### config.mk
export PLATFORM = sky130hd
export DESIGN_NAME = expiring_slot_allocator_top
export DESIGN_NICKNAME = d
export VERILOG_FILES = /design/src/design/esa_pkg.sv /design/src/design/esa_ctrl.sv /design/src/design/esa_dp.sv /design/src/design/expiring_slot_allocator_top.sv
export VERILOG_INCLUDE_DIRS = /design/src /design/src/design
export SDC_FILE = /design/constraint.sdc
export NUM_CORES = 2
export LEC_CHECK = 0
export ABC_AREA = 1
export BUFFER_PORTS_ARGS = -buffer_cell sky130_fd_sc_hd__buf_2
export CORE_AREA = 3 3 405 307
export CTS_CLUSTER_DIAMETER = 80
export DETAILED_ROUTE_END_ITERATION = 10
export DIE_AREA = 0 0 408 310
export GPL_TIMING_DRIVEN = 0
export HOLD_SLACK_MARGIN = 0.03
export PLACE_DENSITY_LB_ADDON = 0.1
export SLEW_MARGIN = 30
export SYNTH_ARGS = -nofsm -noshare
export SYNTH_HDL_FRONTEND = slang
export SYNTH_SLANG_ARGS = --single-unit
### constraint.sdc
create_clock -name clk_i -period 7.7 [get_ports clk_i]
set_input_delay 1.155 -clock clk_i [delete_from_list [all_inputs] [get_ports clk_i]]
set_output_delay 1.155 -clock clk_i [all_outputs]
set_load 0.01 [all_outputs]
### src/design/expiring_slot_allocator_top_defines.svh
// ----------------------------------------------------------------------------
// expiring slot allocator assertion macros
// Shared assertion wrappers, empty when SYNTH is defined.
// ----------------------------------------------------------------------------
`ifndef EXPIRING_SLOT_ALLOCATOR_TOP_DEFINES_SVH
`define EXPIRING_SLOT_ALLOCATOR_TOP_DEFINES_SVH

`ifndef SYNTH
// checked only out of reset
`define ESA_ASSERT(lbl, prop) \
  lbl: assert property (@(posedge clk_i) disable iff (!rst_ni) prop) \
    else $error("esa assertion failed");
// checked on every edge, reset included
`define ESA_ASSERT_ALWAYS(lbl, prop) \
  lbl: assert property (@(posedge clk_i) prop) \
    else $error("esa assertion failed");
`else
`define ESA_ASSERT(lbl, prop)
`define ESA_ASSERT_ALWAYS(lbl, prop)
`endif

`endif

### src/design/esa_pkg.sv
// ----------------------------------------------------------------------------
// esa_pkg
// Types and constants shared by the expiring slot allocator modules.
// ----------------------------------------------------------------------------
package esa_pkg;

  localparam int NUM_SLOTS  = 8;
  localparam int IDX_W      = (NUM_SLOTS > 1) ? $clog2(NUM_SLOTS) : 1;
  localparam int IN_DATA_W  = 88;
  localparam int OUT_DATA_W = 96;
  localparam int CFG_W      = 16;

  localparam logic [15:0] DURATION_RST = 16'd500;
  localparam logic [23:0] COLOR_RST    = 24'hFFFFFF;
  localparam logic [3:0]  EXP_SAT      = 4'hF;
  localparam logic [3:0]  EXP_LIMIT    = (NUM_SLOTS > 15) ? 4'hF : 4'(NUM_SLOTS);

  typedef enum logic [1:0] {
    REQ_TICK  = 2'd0,
    REQ_SPAWN = 2'd1,
    REQ_READ  = 2'd2
  } req_e;

  typedef enum logic [2:0] {
    S_IDLE,
    S_TICK,
    S_FIND,
    S_WRITE,
    S_EMIT
  } ctrl_state_e;

  typedef struct packed {
    logic capture;
    logic tick_step;
    logic find_step;
    logic spawn_write;
    logic emit;
  } dp_cmd_t;

  typedef struct packed {
    logic last_slot;
    logic out_free;
  } dp_status_t;

endpackage

### src/design/esa_ctrl.sv
// ----------------------------------------------------------------------------
// esa_ctrl
// Sequencer: takes one item, walks the slot table for ticks and spawns, then loads the result.
// ----------------------------------------------------------------------------
`include "expiring_slot_allocator_top_defines.svh"

module esa_ctrl (
  input  logic                clk_i,
  input  logic                rst_ni,
  input  logic                in_valid_i,
  input  logic [1:0]          in_req_i,
  output logic                in_ready_o,
  input  esa_pkg::dp_status_t status_i,
  output esa_pkg::dp_cmd_t    cmd_o
);
  import esa_pkg::*;

  ctrl_state_e state_q, state_d;
  logic        accept;

  assign accept = in_valid_i && in_ready_o;

  always_ff @(posedge clk_i or negedge rst_ni) begin
    if (!rst_ni) begin
      state_q <= S_IDLE;
    end else begin
      state_q <= state_d;
    end
  end

  always_comb begin
    state_d = state_q;
    unique case (state_q)
      S_IDLE: begin
        if (accept) begin
          case (req_e'(in_req_i))
            REQ_TICK:  state_d = S_TICK;
            REQ_SPAWN: state_d = S_FIND;
            default:   state_d = S_EMIT;
          endcase
        end
      end
      S_TICK: begin
        if (status_i.last_slot) state_d = S_EMIT;
      end
      S_FIND: begin
        if (status_i.last_slot) state_d = S_WRITE;
      end
      S_WRITE: state_d = S_EMIT;
      S_EMIT: begin
        if (status_i.out_free) state_d = S_IDLE;
      end
      default: state_d = S_IDLE;
    endcase
  end

  always_comb begin
    cmd_o      = '0;
    in_ready_o = 1'b0;
    unique case (state_q)
      S_IDLE: begin
        in_ready_o    = 1'b1;
        // ready is always high here, so valid alone marks the accepting edge
        cmd_o.capture = in_valid_i;
      end
      S_TICK:  cmd_o.tick_step   = 1'b1;
      S_FIND:  cmd_o.find_step   = 1'b1;
      S_WRITE: cmd_o.spawn_write = 1'b1;
      S_EMIT:  cmd_o.emit        = status_i.out_free;
      default: cmd_o = '0;
    endcase
  end

  `ESA_ASSERT(a_accept_leaves_idle, accept |=> state_q != S_IDLE)
  `ESA_ASSERT(a_one_cmd_at_a_time, $onehot0(cmd_o))

endmodule

### src/design/esa_dp.sv
// ----------------------------------------------------------------------------
// esa_dp
// Slot table, scan registers, duration register and result register.
// ----------------------------------------------------------------------------
`include "expiring_slot_allocator_top_defines.svh"

module esa_dp (
  input  logic                                  clk_i,
  input  logic                                  rst_ni,
  input  esa_pkg::dp_cmd_t                      cmd_i,
  output esa_pkg::dp_status_t                   status_o,
  input  logic                                  cfg_valid_i,
  output logic                                  cfg_ready_o,
  input  logic [esa_pkg::CFG_W-1:0]             cfg_data_i,
  input  logic [esa_pkg::IN_DATA_W-1:0]         in_data_i,
  input  logic [1:0]                            in_user_i,
  output logic                                  out_valid_o,
  input  logic                                  out_ready_i,
  output logic [esa_pkg::OUT_DATA_W-1:0]        out_data_o
);
  import esa_pkg::*;

  // configuration
  logic [15:0] duration_q;

  // captured item
  logic [1:0]  req_q;
  logic [15:0] elapsed_q;
  logic [15:0] cx_q;
  logic [15:0] cy_q;
  logic [9:0]  radius_q;
  logic [23:0] color_q;
  logic [2:0]  rd_slot_q;

  // scan state
  logic [IDX_W-1:0] idx_q;
  logic             found_q;
  logic [IDX_W-1:0] free_sel_q;
  logic [IDX_W-1:0] min_sel_q;
  logic [15:0]      best_q;
  logic [3:0]       exp_cnt_q;

  // table
  logic        act_q    [NUM_SLOTS];
  logic [15:0] rem_q    [NUM_SLOTS];
  logic [15:0] ex_cx_q  [NUM_SLOTS];
  logic [15:0] ex_cy_q  [NUM_SLOTS];
  logic [9:0]  ex_rad_q [NUM_SLOTS];
  logic [23:0] ex_col_q [NUM_SLOTS];

  // result register
  logic                  out_valid_q;
  logic [OUT_DATA_W-1:0] out_q;
  logic [OUT_DATA_W-1:0] res_d;

  logic             rd_act;
  logic [15:0]      rd_rem;
  logic [IDX_W-1:0] wr_slot;
  logic [6:0]       rs_ext;
  logic [6:0]       idx_ext;
  logic [6:0]       wr_ext;
  logic             rs_ok;
  logic             out_free;

  assign rd_act  = act_q[idx_q];
  assign rd_rem  = rem_q[idx_q];
  assign wr_slot = found_q ? free_sel_q : min_sel_q;
  assign rs_ext  = 7'(in_data_i[84:82]);
  assign idx_ext = 7'(idx_q);
  assign wr_ext  = 7'(wr_slot);
  assign rs_ok   = (7'(rd_slot_q) < 7'(NUM_SLOTS));
  assign out_free = !out_valid_q || out_ready_i;

  assign status_o.last_slot = (idx_q == IDX_W'(NUM_SLOTS - 1));
  assign status_o.out_free  = out_free;
  assign cfg_ready_o        = 1'b1;
  assign out_valid_o        = out_valid_q;
  assign out_data_o         = out_q;

  always_ff @(posedge clk_i or negedge rst_ni) begin
    if (!rst_ni) begin
      duration_q <= DURATION_RST;
    end else if (cfg_valid_i) begin
      duration_q <= cfg_data_i;
    end
  end

  // item capture, payload and request type
  always_ff @(posedge clk_i) begin
    if (cmd_i.capture) begin
      req_q     <= in_user_i;
      elapsed_q <= in_data_i[15:0];
      cx_q      <= in_data_i[31:16];
      cy_q      <= in_data_i[47:32];
      radius_q  <= in_data_i[57:48];
      color_q   <= {in_data_i[65:58], in_data_i[73:66], in_data_i[81:74]};
      rd_slot_q <= in_data_i[84:82];
    end
  end

  // scan registers
  always_ff @(posedge clk_i or negedge rst_ni) begin
    if (!rst_ni) begin
      idx_q      <= '0;
      found_q    <= 1'b0;
      free_sel_q <= '0;
      min_sel_q  <= '0;
      best_q     <= '1;
      exp_cnt_q  <= '0;
    end else if (cmd_i.capture) begin
      idx_q      <= (req_e'(in_user_i) == REQ_READ) ? rs_ext[IDX_W-1:0] : '0;
      found_q    <= 1'b0;
      free_sel_q <= '0;
      min_sel_q  <= '0;
      best_q     <= '1;
      exp_cnt_q  <= '0;
    end else if (cmd_i.tick_step) begin
      idx_q <= idx_q + 1'b1;
      if (rd_act && (rd_rem <= elapsed_q) && (exp_cnt_q != EXP_SAT)) begin
        exp_cnt_q <= exp_cnt_q + 4'd1;
      end
    end else if (cmd_i.find_step) begin
      idx_q <= idx_q + 1'b1;
      // first free slot wins; strict compare keeps the lowest index on ties
      if (!found_q && !rd_act) begin
        found_q    <= 1'b1;
        free_sel_q <= idx_q;
      end
      if (rd_rem < best_q) begin
        best_q    <= rd_rem;
        min_sel_q <= idx_q;
      end
    end
  end

  // slot table
  always_ff @(posedge clk_i or negedge rst_ni) begin
    if (!rst_ni) begin
      for (int i = 0; i < NUM_SLOTS; i++) begin
        act_q[i]    <= 1'b0;
        rem_q[i]    <= '0;
        ex_cx_q[i]  <= '0;
        ex_cy_q[i]  <= '0;
        ex_rad_q[i] <= '0;
        ex_col_q[i] <= COLOR_RST;
      end
    end else if (cmd_i.tick_step) begin
      if (rd_act) begin
        if (rd_rem <= elapsed_q) begin
          rem_q[idx_q] <= '0;
          act_q[idx_q] <= 1'b0;
        end else begin
          rem_q[idx_q] <= rd_rem - elapsed_q;
        end
      end
    end else if (cmd_i.spawn_write) begin
      act_q[wr_slot]    <= 1'b1;
      rem_q[wr_slot]    <= duration_q;
      ex_cx_q[wr_slot]  <= cx_q;
      ex_cy_q[wr_slot]  <= cy_q;
      ex_rad_q[wr_slot] <= radius_q;
      ex_col_q[wr_slot] <= color_q;
    end
  end

  // result fields, lowest bit first: slot, replaced, active, cx, cy, radius,
  // red, green, blue, remaining, expired count
  always_comb begin
    res_d = '0;
    case (req_e'(req_q))
      REQ_TICK: begin
        res_d[90:87] = exp_cnt_q;
      end
      REQ_SPAWN: begin
        res_d = {5'd0, 4'd0, duration_q, color_q[7:0], color_q[15:8],
                 color_q[23:16], radius_q, cy_q, cx_q, 1'b1, !found_q,
                 wr_ext[2:0]};
      end
      REQ_READ: begin
        if (rs_ok) begin
          res_d = {5'd0, 4'd0, rd_rem, ex_col_q[idx_q][7:0],
                   ex_col_q[idx_q][15:8], ex_col_q[idx_q][23:16],
                   ex_rad_q[idx_q], ex_cy_q[idx_q], ex_cx_q[idx_q], rd_act,
                   1'b0, idx_ext[2:0]};
        end else begin
          res_d[2:0] = rd_slot_q;
        end
      end
      default: res_d = '0;
    endcase
  end

  always_ff @(posedge clk_i or negedge rst_ni) begin
    if (!rst_ni) begin
      out_valid_q <= 1'b0;
    end else if (cmd_i.emit) begin
      out_valid_q <= 1'b1;
    end else if (out_ready_i) begin
      out_valid_q <= 1'b0;
    end
  end

  always_ff @(posedge clk_i) begin
    if (cmd_i.emit) begin
      out_q <= res_d;
    end
  end

  `ESA_ASSERT(a_emit_sets_valid, cmd_i.emit |=> out_valid_q)
  `ESA_ASSERT(a_spawn_marks_active, cmd_i.spawn_write |=> act_q[wr_slot])
  `ESA_ASSERT_ALWAYS(a_expired_bounded, !rst_ni || (exp_cnt_q <= EXP_LIMIT))

endmodule

### src/design/expiring_slot_allocator_top.sv
// ----------------------------------------------------------------------------
// expiring_slot_allocator_top
// accept to result valid: a tick runs the tick scan over all slots, a spawn
//   the find scan and then the table write, a read goes straight to emit;
//   emit waits while the result register stays full. A new item is taken
//   only once the last result is loaded; scans visit one slot per cycle.
// reset: async active low; table cleared, colors white, duration 500 ms
// ----------------------------------------------------------------------------
module expiring_slot_allocator_top (
  input  logic                              clk_i,
  input  logic                              rst_ni,
  // configuration: effect_duration
  input  logic                              cfg_valid_i,
  output logic                              cfg_ready_o,
  input  logic [esa_pkg::CFG_W-1:0]         cfg_data_i,
  // input items
  input  logic                              s_axis_tvalid,
  output logic                              s_axis_tready,
  // elapsed, center_x, center_y, radius, red, green, blue, read_slot
  input  logic [esa_pkg::IN_DATA_W-1:0]     s_axis_tdata,
  // req_type
  input  logic [1:0]                        s_axis_tuser,
  // result items
  output logic                              m_axis_tvalid,
  input  logic                              m_axis_tready,
  // out_slot, out_replaced, out_active, out_center_x, out_center_y,
  // out_radius, out_red, out_green, out_blue, out_remaining, out_expired_count
  output logic [esa_pkg::OUT_DATA_W-1:0]    m_axis_tdata
);
  import esa_pkg::*;

  dp_cmd_t    cmd;
  dp_status_t status;

  esa_ctrl u_ctrl (
    .clk_i      (clk_i),
    .rst_ni     (rst_ni),
    .in_valid_i (s_axis_tvalid),
    .in_req_i   (s_axis_tuser),
    .in_ready_o (s_axis_tready),
    .status_i   (status),
    .cmd_o      (cmd)
  );

  esa_dp u_dp (
    .clk_i       (clk_i),
    .rst_ni      (rst_ni),
    .cmd_i       (cmd),
    .status_o    (status),
    .cfg_valid_i (cfg_valid_i),
    .cfg_ready_o (cfg_ready_o),
    .cfg_data_i  (cfg_data_i),
    .in_data_i   (s_axis_tdata),
    .in_user_i   (s_axis_tuser),
    .out_valid_o (m_axis_tvalid),
    .out_ready_i (m_axis_tready),
    .out_data_o  (m_axis_tdata)
  );

endmodule
==> flow_metrics.tcl <==
set metrics [dict create \
    status "complete, no violations" \
    cts_tree "built" \
    drv_slew 0 \
    synth_top_cell_by_area "dfrtp_1" \
    grt_setup_unrepaired "no" \
    min_period_ns 5.63 \
    synth_top_family_by_area "simple AND/OR/NAND/NOR gates" \
    seq_area_frac_synth 0.590 \
    worstPathRequired_ns 8.31 \
    die_x_um 408 \
    cap_violations 0 \
    route.vias.total 33400 \
    period_share 0.731 \
    synth_xor_area_frac 0.00331 \
    synth.distinct_cells 50 \
    synth.avg_cell_area_um2 9.48 \
    skew_ns 0.0399 \
    grt_overflow 0 \
    ctsHoldBuffers 0 \
    layout.nets 4655 \
    synth-main-ff-cell "dfrtp_1" \
    io_pins 210 \
    cts.clk_slew.worst_paths_ns 0.06 \
    final_common_cell "nand2_1" \
    synth_edf_count 175 \
    cp_cell_sequence "buf_6 -> inv_4 -> nor2_2 -> nand2_2 -> inv_2 -> clkbuf_2 -> a22oi_1 -> nand4_1 -> ha_1 -> nand2_1 -> inv_2 -> nand3_1 -> nor3_1 -> nand3_1 -> nand2_2 -> buf_6 -> nor2_4 -> nand2_2 -> buf_4 -> o22ai_1 -> nand2_1 -> nand2_1" \
    report.final.hold_viol_count 0 \
    tns_ns 0 \
    cp_slowest_cell "ha_1" \
    cts_sinks 889 \
    root_buffer "clkbuf_16" \
    cpPeakStageDelay_ns 0.65 \
    gp_congestion 0.884 \
    synth_compound_area_frac 0.167 \
    cts_max_level 3 \
    antenna_found_initial 4 \
    final_antenna_net_count 0 \
    min_path_type "in -> async" \
    drc 0 \
    vdd_drop_max_uv 201 \
    fin_cells 6214 \
    async_reset_ff_frac 0.803 \
    dieArea_mm2 0.126 \
    ys_ff_latch 889 \
    core-area_mm2 0.120 \
    cp_data_arrival_time_ns 6.23 \
    synth_fa_ha_area_frac 0.0122 \
    synth.area.mux_share 0 \
    p_per_area_mw_per_mm2 415 \
    drive_above_1_share 0.192 \
    cts_made_buffers 99 \
    wl_per_cell_um 26.4 \
    worst_slack_ns 2.07 \
    synth_top_cell_area_share 0.316 \
    cts_resized 0 \
    maxSlewHeadroom 0.296 \
    yosysWarnings 0 \
    netlist_area_mm2 0.0396 \
    fmax_mhz 178 \
    rows 110 \
    p_total_mw 19.4 \
    grt_pass1_vias 32100 \
    path_max_fanout 10 \
    worst_slew_pin_slew_ns 1.06 \
    dr.pass1.iters 6 \
    grt.total_usage 0.255 \
    end_kind "flip-flop" \
    crit_path_start_kind "flip-flop" \
    vias_per_cell 5.38 \
    hold_ws_ns 0.239 \
    grt_pass1_wl_mm 235 \
    pre_cts_ws_ns 2.16 \
    synthSimpleGateAreaFrac 0.171 \
    most-common-layout-cells "nand2_1, o21ai_0, dfrtp_1, buf_2, dfstp_2" \
    dp.cells 6029 \
    clock_path_buffers 3 \
    worstSkewPairLatency_ns 0.73 \
    critical_path_class "reg -> reg" \
    final_area_mm2 0.0466 \
    setup_viol 0 \
    leakage_nw 20.5 \
    netlist_instances 4183 \
    detailed_place_hpwl_mm 112 \
    post-cts-setup-buffers 0 \
    n_fill_cell 12200 \
    drt_iter0_drc 3713 \
    start_util 0.330 \
    grt_max_degree 106 \
    port_buffers 200 \
    post-route-util 0.388 \
    place_area_mm2 0.0433 \
    die_h_um 310 \
    area_growth_pct 17.6 \
    wl_mm 164 \
    synthTopCellsByArea "dfrtp_1, dfstp_2, edfxtp_1" \
]
synth_stat cells (all sizes together) (37+ instances only):
master,n
a22o,77
a21oi,51
nand3,110
o22ai,111
a221oi,77
inv,236
buf,152
dfstp,214
ha,37
clkbuf,111
o21ai,668
nand4,73
a22oi,84
nor2,93
nand2,1346
edfxtp,175
dfrtp,500
cell families (layout without fill, tap and decap cells):
logic type | Yosys count | in the layout
adders and majority gates | 38 | 38
other | 2 | 7
xor gates and xnor gates | 15 | 15
AOI/OAI and AO/OA | 1106 | 1106
and+or+nand+nor | 1634 | 1634
buffers and inverters | 499 | 901
DFF | 889 | 889
flip-flops by register name, summed over array words and instances, names as in the netlist, 3 cells and up:
| register | cells |
|---|---|
| u_ctrl.state_q | 3 |
| u_dp.act_q | 8 |
| u_dp.best_q | 16 |
| u_dp.color_q | 24 |
| u_dp.cx_q | 16 |
| u_dp.cy_q | 16 |
| u_dp.duration_q | 16 |
| u_dp.elapsed_q | 16 |
| u_dp.ex_col_q | 192 |
| u_dp.ex_cx_q | 128 |
| u_dp.ex_cy_q | 128 |
| u_dp.ex_rad_q | 80 |
| u_dp.exp_cnt_q | 4 |
| u_dp.free_sel_q | 3 |
| u_dp.idx_q | 3 |
| u_dp.min_sel_q | 3 |
| u_dp.out_data_o | 91 |
| u_dp.radius_q | 10 |
| u_dp.rem_q | 128 |
final timing paths:
kind	end	slack, ns	start	depth (start not counted)
max in group asynchronous	u_dp.ex_col_q[54]	4.89	rst_ni	6
hold reg to reg	u_dp.ex_col_q[187]	0.47	u_dp.ex_col_q[187]	2
hold / removal	u_dp.out_valid_o	0.24	rst_ni	1
setup reg to reg	u_dp.rem_q[105]	2.07	u_dp.idx_q[2]	22
setup / recovery	u_dp.rem_q[105]	2.07	u_dp.idx_q[2]	22
min in group clk_i	u_dp.ex_col_q[187]	0.47	u_dp.ex_col_q[187]	2
worst max-delay path, delay by kind of cell, from the launching register on:
kind,cells,cell delay (ns)
AO/OA/AOI/OAI,2,0.53
adder cells (fa/ha/maj),1,0.65
AND/OR/NAND/NOR,12,2.34
buffers and inverters,7,1.56
flip-flops,1,0.40
cell type report:
type	instances	area, um^2	share of cell area
clock buffer	148	2940	0.0631
antenna	1	2.50	0.0000537
timing repair buffer	218	1510	0.0324
buffer	263	1390	0.0297
multi-input combinational	2799	14100	0.301
clock inverter	36	397	0.00851
sequential	889	23400	0.502
inverter	236	906	0.0194
tap	1624	2030	0.0436
per-layer routing:
metal	up-vias	GRT usage	wire, um
met5	-	0	27
met3	243	0.0762	15800
li1	15000	-	-
met2	1323	0.355	65700
met1	16900	0.382	77500
met4	4	0.0695	4790
where the power goes:
group / leakage [nW] / internal [mW] / switching [mW]
clock: 1.64 / 2.82 / 2.11
sequential: 10.6 / 6.69 / 0.816
combinational: 8.30 / 1.88 / 5.04
total: 20.5 / 11.4 / 7.97
Power figures use the tool's default switching activity.
